--- config.mk ---
export PLATFORM = sky130hd
export DESIGN_NAME = bounded_deque_with_search
export DESIGN_NICKNAME = d
export VERILOG_FILES = /design/src/hdl/bdq_pkg.sv /design/src/hdl/bounded_deque_with_search.sv
export VERILOG_INCLUDE_DIRS = /design/src /design/src/hdl
export SDC_FILE = /design/constraint.sdc
export NUM_CORES = 2
export LEC_CHECK = 0
export BUFFER_PORTS_ARGS = -buffer_cell sky130_fd_sc_hd__buf_2
export CORE_ASPECT_RATIO = 1.1
export CORE_MARGIN = 2
export CORE_UTILIZATION = 38
export DETAILED_ROUTE_END_ITERATION = 6
export PLACE_DENSITY = 0.56
export SLEW_MARGIN = 20
export SYNTH_ARGS = -nofsm -noshare
export SYNTH_HDL_FRONTEND = slang
export SYNTH_SLANG_ARGS = --single-unit
--- constraint.sdc ---
create_clock -name clk -period 4.1 [get_ports clk]
set_clock_uncertainty 0.2 [all_clocks]
set_input_delay 0.205 -clock clk [delete_from_list [all_inputs] [get_ports clk]]
set_output_delay 0.205 -clock clk [all_outputs]
set_load 0.02 [all_outputs]
--- src/hdl/assert_macros.svh ---
// assertion helpers included by the deque rtl
`ifndef ASSERT_MACROS_SVH
`define ASSERT_MACROS_SVH

// property checked on every rising clock edge outside reset
`define BDQ_ASSERT(label, prop, msg) \
	label: assert property (@(posedge clk) disable iff (!arst_n) (prop)) else $error(msg);

// implication checked on every rising clock edge outside reset
`define BDQ_ASSERT_IMP(label, ante, cons, msg) \
	label: assert property (@(posedge clk) disable iff (!arst_n) (ante) |-> (cons)) \
		else $error(msg);

`endif

--- src/hdl/bdq_pkg.sv ---
package bdq_pkg;

	// storage geometry
	localparam int DEPTH      = 64;
	localparam int ELEM_WIDTH = 32;
	localparam int PTR_W      = $clog2(DEPTH);
	localparam int CNT_W      = $clog2(DEPTH + 1);

	// field widths
	localparam int REQ_W  = 3;
	localparam int POS_W  = 16;
	localparam int DATA_W = 32;
	localparam int STAT_W = 2;
	localparam int OCC_W  = 7;

	// bus widths, packed fields rounded up to whole bytes
	localparam int S_BITS = REQ_W + ELEM_WIDTH + POS_W;
	localparam int S_W    = ((S_BITS + 7) / 8) * 8;
	localparam int M_BITS = DATA_W + 1 + STAT_W + OCC_W;
	localparam int M_W    = ((M_BITS + 7) / 8) * 8;

	// request codes
	localparam logic [REQ_W-1:0] REQ_ADD_BACK  = 3'd0;
	localparam logic [REQ_W-1:0] REQ_ADD_FRONT = 3'd1;
	localparam logic [REQ_W-1:0] REQ_RM_BACK   = 3'd2;
	localparam logic [REQ_W-1:0] REQ_RM_FRONT  = 3'd3;
	localparam logic [REQ_W-1:0] REQ_READ      = 3'd4;
	localparam logic [REQ_W-1:0] REQ_CONTAINS  = 3'd5;

	// status codes
	localparam logic [STAT_W-1:0] ST_OK    = 2'd0;
	localparam logic [STAT_W-1:0] ST_EMPTY = 2'd1;
	localparam logic [STAT_W-1:0] ST_RANGE = 2'd2;
	localparam logic [STAT_W-1:0] ST_FULL  = 2'd3;

endpackage

--- src/hdl/bounded_deque_with_search.sv ---
// bounded double-ended queue of element words with indexed read and search
//
// s_tdata carries one request transaction: req_type, element, position.
// m_tdata returns exactly one result transaction per request: the read word,
// the search flag, a status code and the occupancy after the request.
// Requests are add back/front, remove back/front, read by index, contains.
//
// Add, remove, read and unused codes go from acceptance to the execute state,
// where the request uses the word a read fetched at acceptance, updates the
// pointers, writes back an added element and loads the result register.
// s_tready then returns, so a request is taken only after the last one is done.
// A contains request walks the ring one entry a cycle through the same read
// port and stops at the first hit or after the last entry held, or on its
// first compare on an empty queue; the execute state then loads the result.
// One request is in work at a time; s_tready is high while the sequencer
// is idle, also while an earlier result still waits in the output register.
// If the receiver stalls, the finished request waits with no side effect
// until the output register is free, and s_tready stays low meanwhile.
// Reset clears head pointer, count and valid flags; memory contents are
// left as they are, since words read from entries without elements go unused.
module bounded_deque_with_search (
	input  logic                  clk,
	input  logic                  arst_n,
	input  logic                  s_tvalid,
	output logic                  s_tready,
	// req_type [2:0], element [34:3], position [50:35], zero fill
	input  logic [bdq_pkg::S_W-1:0] s_tdata,
	output logic                  m_tvalid,
	input  logic                  m_tready,
	// data [31:0], found [32], status [34:33], occupancy [41:35], zero fill
	output logic [bdq_pkg::M_W-1:0] m_tdata
);
	import bdq_pkg::*;

	// sequencer codes
	localparam logic [1:0] SEQ_IDLE = 2'd0;
	localparam logic [1:0] SEQ_SCAN = 2'd1;
	localparam logic [1:0] SEQ_EXEC = 2'd2;

	logic [1:0]            state_q;
	logic [PTR_W-1:0]      head_q;
	logic [CNT_W-1:0]      count_q;
	logic [PTR_W-1:0]      scan_idx_q;
	logic                  found_q;
	logic [REQ_W-1:0]      req_q;
	logic [ELEM_WIDTH-1:0] elem_q;
	logic [POS_W-1:0]      pos_q;

	logic [ELEM_WIDTH-1:0] mem [DEPTH];
	logic [ELEM_WIDTH-1:0] rd_data_q;
	logic                  rd_en;
	logic [PTR_W-1:0]      rd_addr;
	logic                  wr_en;
	logic [PTR_W-1:0]      wr_addr;

	logic [REQ_W-1:0]      in_req;
	logic [ELEM_WIDTH-1:0] in_elem;
	logic [POS_W-1:0]      in_pos;
	logic                  in_fire;
	logic                  out_free;
	logic                  exec_fire;

	logic                  scan_hit;
	logic                  scan_last;
	logic [CNT_W-1:0]      scan_next;

	logic [DATA_W-1:0]     res_data;
	logic [STAT_W-1:0]     res_status;
	logic [CNT_W-1:0]      new_count;
	logic [PTR_W-1:0]      new_head;
	logic                  is_full;
	logic                  is_empty;
	logic                  pos_ok;

	// unpack the request transaction
	assign in_req  = s_tdata[REQ_W-1:0];
	assign in_elem = s_tdata[REQ_W +: ELEM_WIDTH];
	assign in_pos  = s_tdata[REQ_W+ELEM_WIDTH +: POS_W];

	// handshake
	assign s_tready  = (state_q == SEQ_IDLE);
	assign in_fire   = s_tvalid && s_tready;
	assign out_free  = !m_tvalid || m_tready;
	assign exec_fire = (state_q == SEQ_EXEC) && out_free;

	// scan compare on the word read in the previous cycle
	assign scan_next = CNT_W'(scan_idx_q) + CNT_W'(1);
	assign scan_hit  = (CNT_W'(scan_idx_q) < count_q) && (rd_data_q == elem_q);
	assign scan_last = scan_hit || (scan_next >= count_q);

	// memory read address and enable
	always_comb begin
		rd_en   = 1'b0;
		rd_addr = head_q;
		if (in_fire) begin
			rd_en   = (in_req == REQ_READ) || (in_req == REQ_CONTAINS);
			rd_addr = (in_req == REQ_READ) ? head_q + in_pos[PTR_W-1:0] : head_q;
		end else if (state_q == SEQ_SCAN && !scan_last) begin
			rd_en   = 1'b1;
			rd_addr = head_q + scan_next[PTR_W-1:0];
		end
	end

	// flags of the current occupancy
	assign is_full  = (count_q >= CNT_W'(DEPTH));
	assign is_empty = (count_q == '0);
	assign pos_ok   = (pos_q < POS_W'(count_q));

	// result and update of the request in work
	always_comb begin
		res_data   = '0;
		res_status = ST_OK;
		new_count  = count_q;
		new_head   = head_q;
		wr_en      = 1'b0;
		wr_addr    = head_q + count_q[PTR_W-1:0];
		unique case (req_q)
			REQ_ADD_BACK: begin
				if (is_full) begin
					res_status = ST_FULL;
				end else begin
					wr_en     = 1'b1;
					new_count = count_q + CNT_W'(1);
				end
			end
			REQ_ADD_FRONT: begin
				if (is_full) begin
					res_status = ST_FULL;
				end else begin
					new_head  = head_q - PTR_W'(1);
					wr_addr   = head_q - PTR_W'(1);
					wr_en     = 1'b1;
					new_count = count_q + CNT_W'(1);
				end
			end
			REQ_RM_BACK: begin
				if (is_empty) begin
					res_status = ST_EMPTY;
				end else begin
					new_count = count_q - CNT_W'(1);
				end
			end
			REQ_RM_FRONT: begin
				if (is_empty) begin
					res_status = ST_EMPTY;
				end else begin
					new_head  = head_q + PTR_W'(1);
					new_count = count_q - CNT_W'(1);
				end
			end
			REQ_READ: begin
				if (pos_ok) begin
					res_data = DATA_W'(rd_data_q);
				end else begin
					res_status = ST_RANGE;
				end
			end
			default: begin
			end
		endcase
	end

	// element storage, written only when a request completes
	always_ff @(posedge clk) begin
		if (wr_en && exec_fire) begin
			mem[wr_addr] <= elem_q;
		end
	end

	// registered read port
	always_ff @(posedge clk) begin
		if (rd_en) begin
			rd_data_q <= mem[rd_addr];
		end
	end

	// request capture
	always_ff @(posedge clk) begin
		if (in_fire) begin
			req_q  <= in_req;
			elem_q <= in_elem;
			pos_q  <= in_pos;
		end
	end

	// sequencer, pointers and scan progress
	always_ff @(posedge clk or negedge arst_n) begin
		if (!arst_n) begin
			state_q    <= SEQ_IDLE;
			head_q     <= '0;
			count_q    <= '0;
			scan_idx_q <= '0;
			found_q    <= 1'b0;
		end else begin
			unique case (state_q)
				SEQ_IDLE: begin
					if (in_fire) begin
						found_q    <= 1'b0;
						scan_idx_q <= '0;
						state_q    <= (in_req == REQ_CONTAINS) ? SEQ_SCAN : SEQ_EXEC;
					end
				end
				SEQ_SCAN: begin
					if (scan_last) begin
						found_q <= scan_hit;
						state_q <= SEQ_EXEC;
					end else begin
						scan_idx_q <= scan_next[PTR_W-1:0];
					end
				end
				SEQ_EXEC: begin
					if (out_free) begin
						head_q  <= new_head;
						count_q <= new_count;
						state_q <= SEQ_IDLE;
					end
				end
				default: begin
					state_q <= SEQ_IDLE;
				end
			endcase
		end
	end

	// output register valid
	always_ff @(posedge clk or negedge arst_n) begin
		if (!arst_n) begin
			m_tvalid <= 1'b0;
		end else if (exec_fire) begin
			m_tvalid <= 1'b1;
		end else if (m_tready) begin
			m_tvalid <= 1'b0;
		end
	end

	// output register payload
	always_ff @(posedge clk) begin
		if (exec_fire) begin
			m_tdata <= M_W'({OCC_W'(new_count), res_status,
				found_q && (req_q == REQ_CONTAINS), res_data});
		end
	end

	`include "assert_macros.svh"

	// occupancy never exceeds the ring size
	`BDQ_ASSERT(a_count_bound, count_q <= CNT_W'(DEPTH), "occupancy above depth")
	// memory is written only when a request completes
	`BDQ_ASSERT_IMP(a_write_exec, wr_en && exec_fire, state_q == SEQ_EXEC,
		"memory written outside completion")
	// a completing request hands over to idle
	`BDQ_ASSERT_IMP(a_exec_done, exec_fire, ##1 (state_q == SEQ_IDLE && m_tvalid),
		"completion did not load the output register")
	// occupancy moves only at completion and by at most one
	`BDQ_ASSERT_IMP(a_count_step, count_q != $past(count_q),
		$past(exec_fire) && (count_q == $past(count_q) + CNT_W'(1)
		|| count_q == $past(count_q) - CNT_W'(1)), "unexpected occupancy change")

endmodule

==> impl_metrics.tcl <==
set metrics [dict create \
    outcome "finished with violations" \
    violations "setup timing" \
    area_delta_synth_final_pct 26.3 \
    first_global_vias 50958 \
    grtUsageTotal 0.237 \
    wl_per_cell_um 30.1 \
    syn_area_um2 87000 \
    dieArea_um2 233000 \
    fin_hold_ws_ns 0.163 \
    p_leak_nw 37.1 \
    layout.nets 6200 \
    hp-class "in2reg" \
    setup_violations 32 \
    insertion_delay_ns 0.87 \
    yosysSeqAreaShare 0.757 \
    finalHoldViolations 0 \
    fin_ws_ns -0.703 \
    critical_path_class "reg2reg" \
    io_buffer_count 98 \
    stdcell_area_um2 110000 \
    fin_crit_sh 1.17 \
    slowest_stage "mux4_2" \
    cp-end-kind "flop" \
    synth_top_cell_area_share 0.750 \
    overflow 0 \
    viasPerCell 5.61 \
    cp.arrival_ns 5.22 \
    ant_nets 0 \
    finalMaxSlewViolations 0 \
    first_pass_iters 6 \
    cts.clk_slew.worst_paths_ns 0.06 \
    num-fill-cells 18963 \
    placed_cell_area_um2 98300 \
    postSynthAreaPerCell_um2 17.3 \
    yosysWarnings 0 \
    path_max_fanout 6 \
    fin_crit_ns 4.80 \
    die_w_um 460 \
    max_slew_margin 0.306 \
    hpwlAfterDp_um 173000 \
    cpPeakStageDelay_ns 0.48 \
    tns_ns -19.53 \
    cts_made_buffers 209 \
    drtIter0Drc 6451 \
    synth.distinct_cells 87 \
    cts.sinks 2196 \
    synth_edf_count 2173 \
    rows 184 \
    yosysMostFrequentCell "edfxtp_1" \
    powerDensity_nw_per_um2 760 \
    max_clock_freq_mhz 208 \
    cp.required_ns 4.52 \
    die_h_um 506 \
    clockBufferDepth 3 \
    rsz0062_at_grt "yes" \
    synth_seq_cells 2196 \
    cap_viol_max_count 0 \
    wirelength_um 281000 \
    antenna_found_initial 14 \
    core_region_area_um2 228000 \
    drc 0 \
    synthFlopType "edfxtp_1" \
    synth_common_cells "edfxtp_1, nand2_1, nand3_1, mux4_2, mux2i_1" \
    place_congestion 0.907 \
    cts_htree_levels 4 \
    ioPinCount 110 \
    synth.area.top_cells "edfxtp_1, mux4_2, nand2_1" \
    syn_inst 5017 \
    grt_pass1_wl_um 390000 \
    cts-root-buf "clkbuf_16" \
    vdd_ir_drop_max_v 0.000478 \
    start_kind "flop" \
    worstMarginPinSlew_ns 1.04 \
    crit_chain "buf_6 > ha_4 > nand3_4 > xnor2_2 > ha_1 > a211oi_2 > nor2_2 > nor4_4 > buf_6 > o31ai_4 > a41oi_4 > buf_6 > nand2_8 > buf_12 > buf_12 > buf_4 > buf_12 > buf_12 > mux4_2 > nand2_1 > nand4_1 > and4_1" \
    vias 52424 \
    yosysTopAreaCell "edfxtp_1" \
    grt_max_degree 65 \
    postSynth.asyncResetShare 0.0105 \
    drive_gt1_frac 0.302 \
    cts_tree "yes" \
    place_ws_ns -1.42 \
    start_util 0.381 \
    path_common_cell "buf_12" \
]
path summary, 6_finish.rpt:
kind / from / endpoint / slack (ns) / cells past startpoint
setup / recovery: scan_idx_q[1] / rd_data_q[20] / -0.70 / 22
hold / removal: s_tdata[2] / state_q[0] / 0.16 / 5
setup reg to reg: scan_idx_q[1] / rd_data_q[20] / -0.70 / 22
hold reg to reg: found_q / found_q / 0.38 / 2
max in group asynchronous: arst_n / scan_idx_q[0] / 3.34 / 4
min in group asynchronous: arst_n / count_q[4] / 0.19 / 4
registers in the layout, summed over array words and instances, names as in the netlist, 3 cells and up:
| name | flops |
|---|---|
| rd_data_q | 32 |
| count_q | 7 |
| m_tdata | 42 |
| scan_idx_q | 6 |
| head_q | 6 |
| elem_q | 32 |
| req_q | 3 |
| mem | 2048 |
| pos_q | 16 |
power by group:
| group | leakage, nW | switching, W | internal (W) | total (W) |
|---|---|---|---|---|
| Combinational | 14.0 | 0.0215 | 0.0163 | 0.0378 |
| Clock | 3.19 | 0.00847 | 0.0104 | 0.0188 |
| Sequential | 19.9 | 0.000386 | 0.0265 | 0.0269 |
final cells by class:
| type | count | area (um^2) | area share |
|---|---|---|---|
| multi-input combinational | 2519 | 21400 | 0.195 |
| timing repair buffer | 1150 | 12200 | 0.111 |
| sequential | 2196 | 65800 | 0.599 |
| inverter | 22 | 86.3 | 0.000786 |
| tap | 3069 | 3840 | 0.0350 |
| clock buffer | 262 | 5490 | 0.0500 |
| antenna | 6 | 15.0 | 0.000137 |
| clock inverter | 125 | 1040 | 0.00948 |
kinds of logic after synthesis:
kind of cell               Yosys count  synth area share
DFF                               2196             0.757
and+or+nand+nor                   1320            0.0672
AOI/OAI and AO/OA                  588            0.0478
muxes                              501            0.0959
buffers and inverters              307            0.0199
xor gates and xnor gates            62           0.00624
adders and majority gates           42           0.00630
other                                1         0.0000431
worst max-delay path: cells and delay by family, from the launching register on:
family / cells / cell delay [ns]
xor gates and xnor gates: 1 / 0.16
buffers and inverters: 8 / 1.14
and+or+nand+nor: 7 / 1.23
DFF: 1 / 0.39
AOI/OAI and AO/OA: 3 / 0.47
muxes: 1 / 0.48
adders and majority gates: 2 / 0.45
placed cells by master, fill, tap and decap left out, drive strengths merged, types with 23 or more instances in the layout:
cell,synthesis,layout
a31oi,30,30
a211oi,44,44
o21ai,52,52
nand2,705,705
nor3,52,52
a22oi,40,40
dfrtp,23,23
and2,47,47
a21oi,139,139
a32oi,40,40
o22ai,39,39
mux4,264,264
dlygate4sd3,0,109
nand4,23,23
clkinv,1,93
inv,21,30
xor2,33,33
mux2i,232,232
a21boi,28,28
nor2,126,126
nand3,283,283
o211ai,25,25
clkbuf,85,272
buf,200,1025
xnor2,29,29
ha,39,39
a311oi,33,33
edfxtp,2173,2173
layer usage:
layer  part of all wire  GRT usage  routed length [um]
met1               0.39      0.321              111000
met2               0.47      0.378              132000
met3              0.084     0.0370               23600
met4              0.053      0.107               15000
met5            0.00010          0                  28
per-stage QoR:
| step | utilization | power, W | cells |
|---|---|---|---|
| 2_1_floorplan | - | 0.0432 | 5022 |
| 3_3_place_gp | 0.431 | 0.0590 | 8684 |
| 3_5_place_dp | 0.431 | 0.0592 | 8684 |
| 4_1_cts | 0.474 | 0.0811 | 9275 |
| 5_1_grt | 0.482 | 0.0861 | 9345 |
| 6_report | 0.482 | 0.0835 | 9349 |
repair_timing:
item	in CTS	in global routing
resized for setup	222	199
hold endpoints to repair	112	0
hold buffers	110	0
setup endpoints to repair	32	32
gates cloned	15	10
pin swaps	78	110
setup buffers	83	72
No activity file was read; power rests on OpenSTA's default activity.
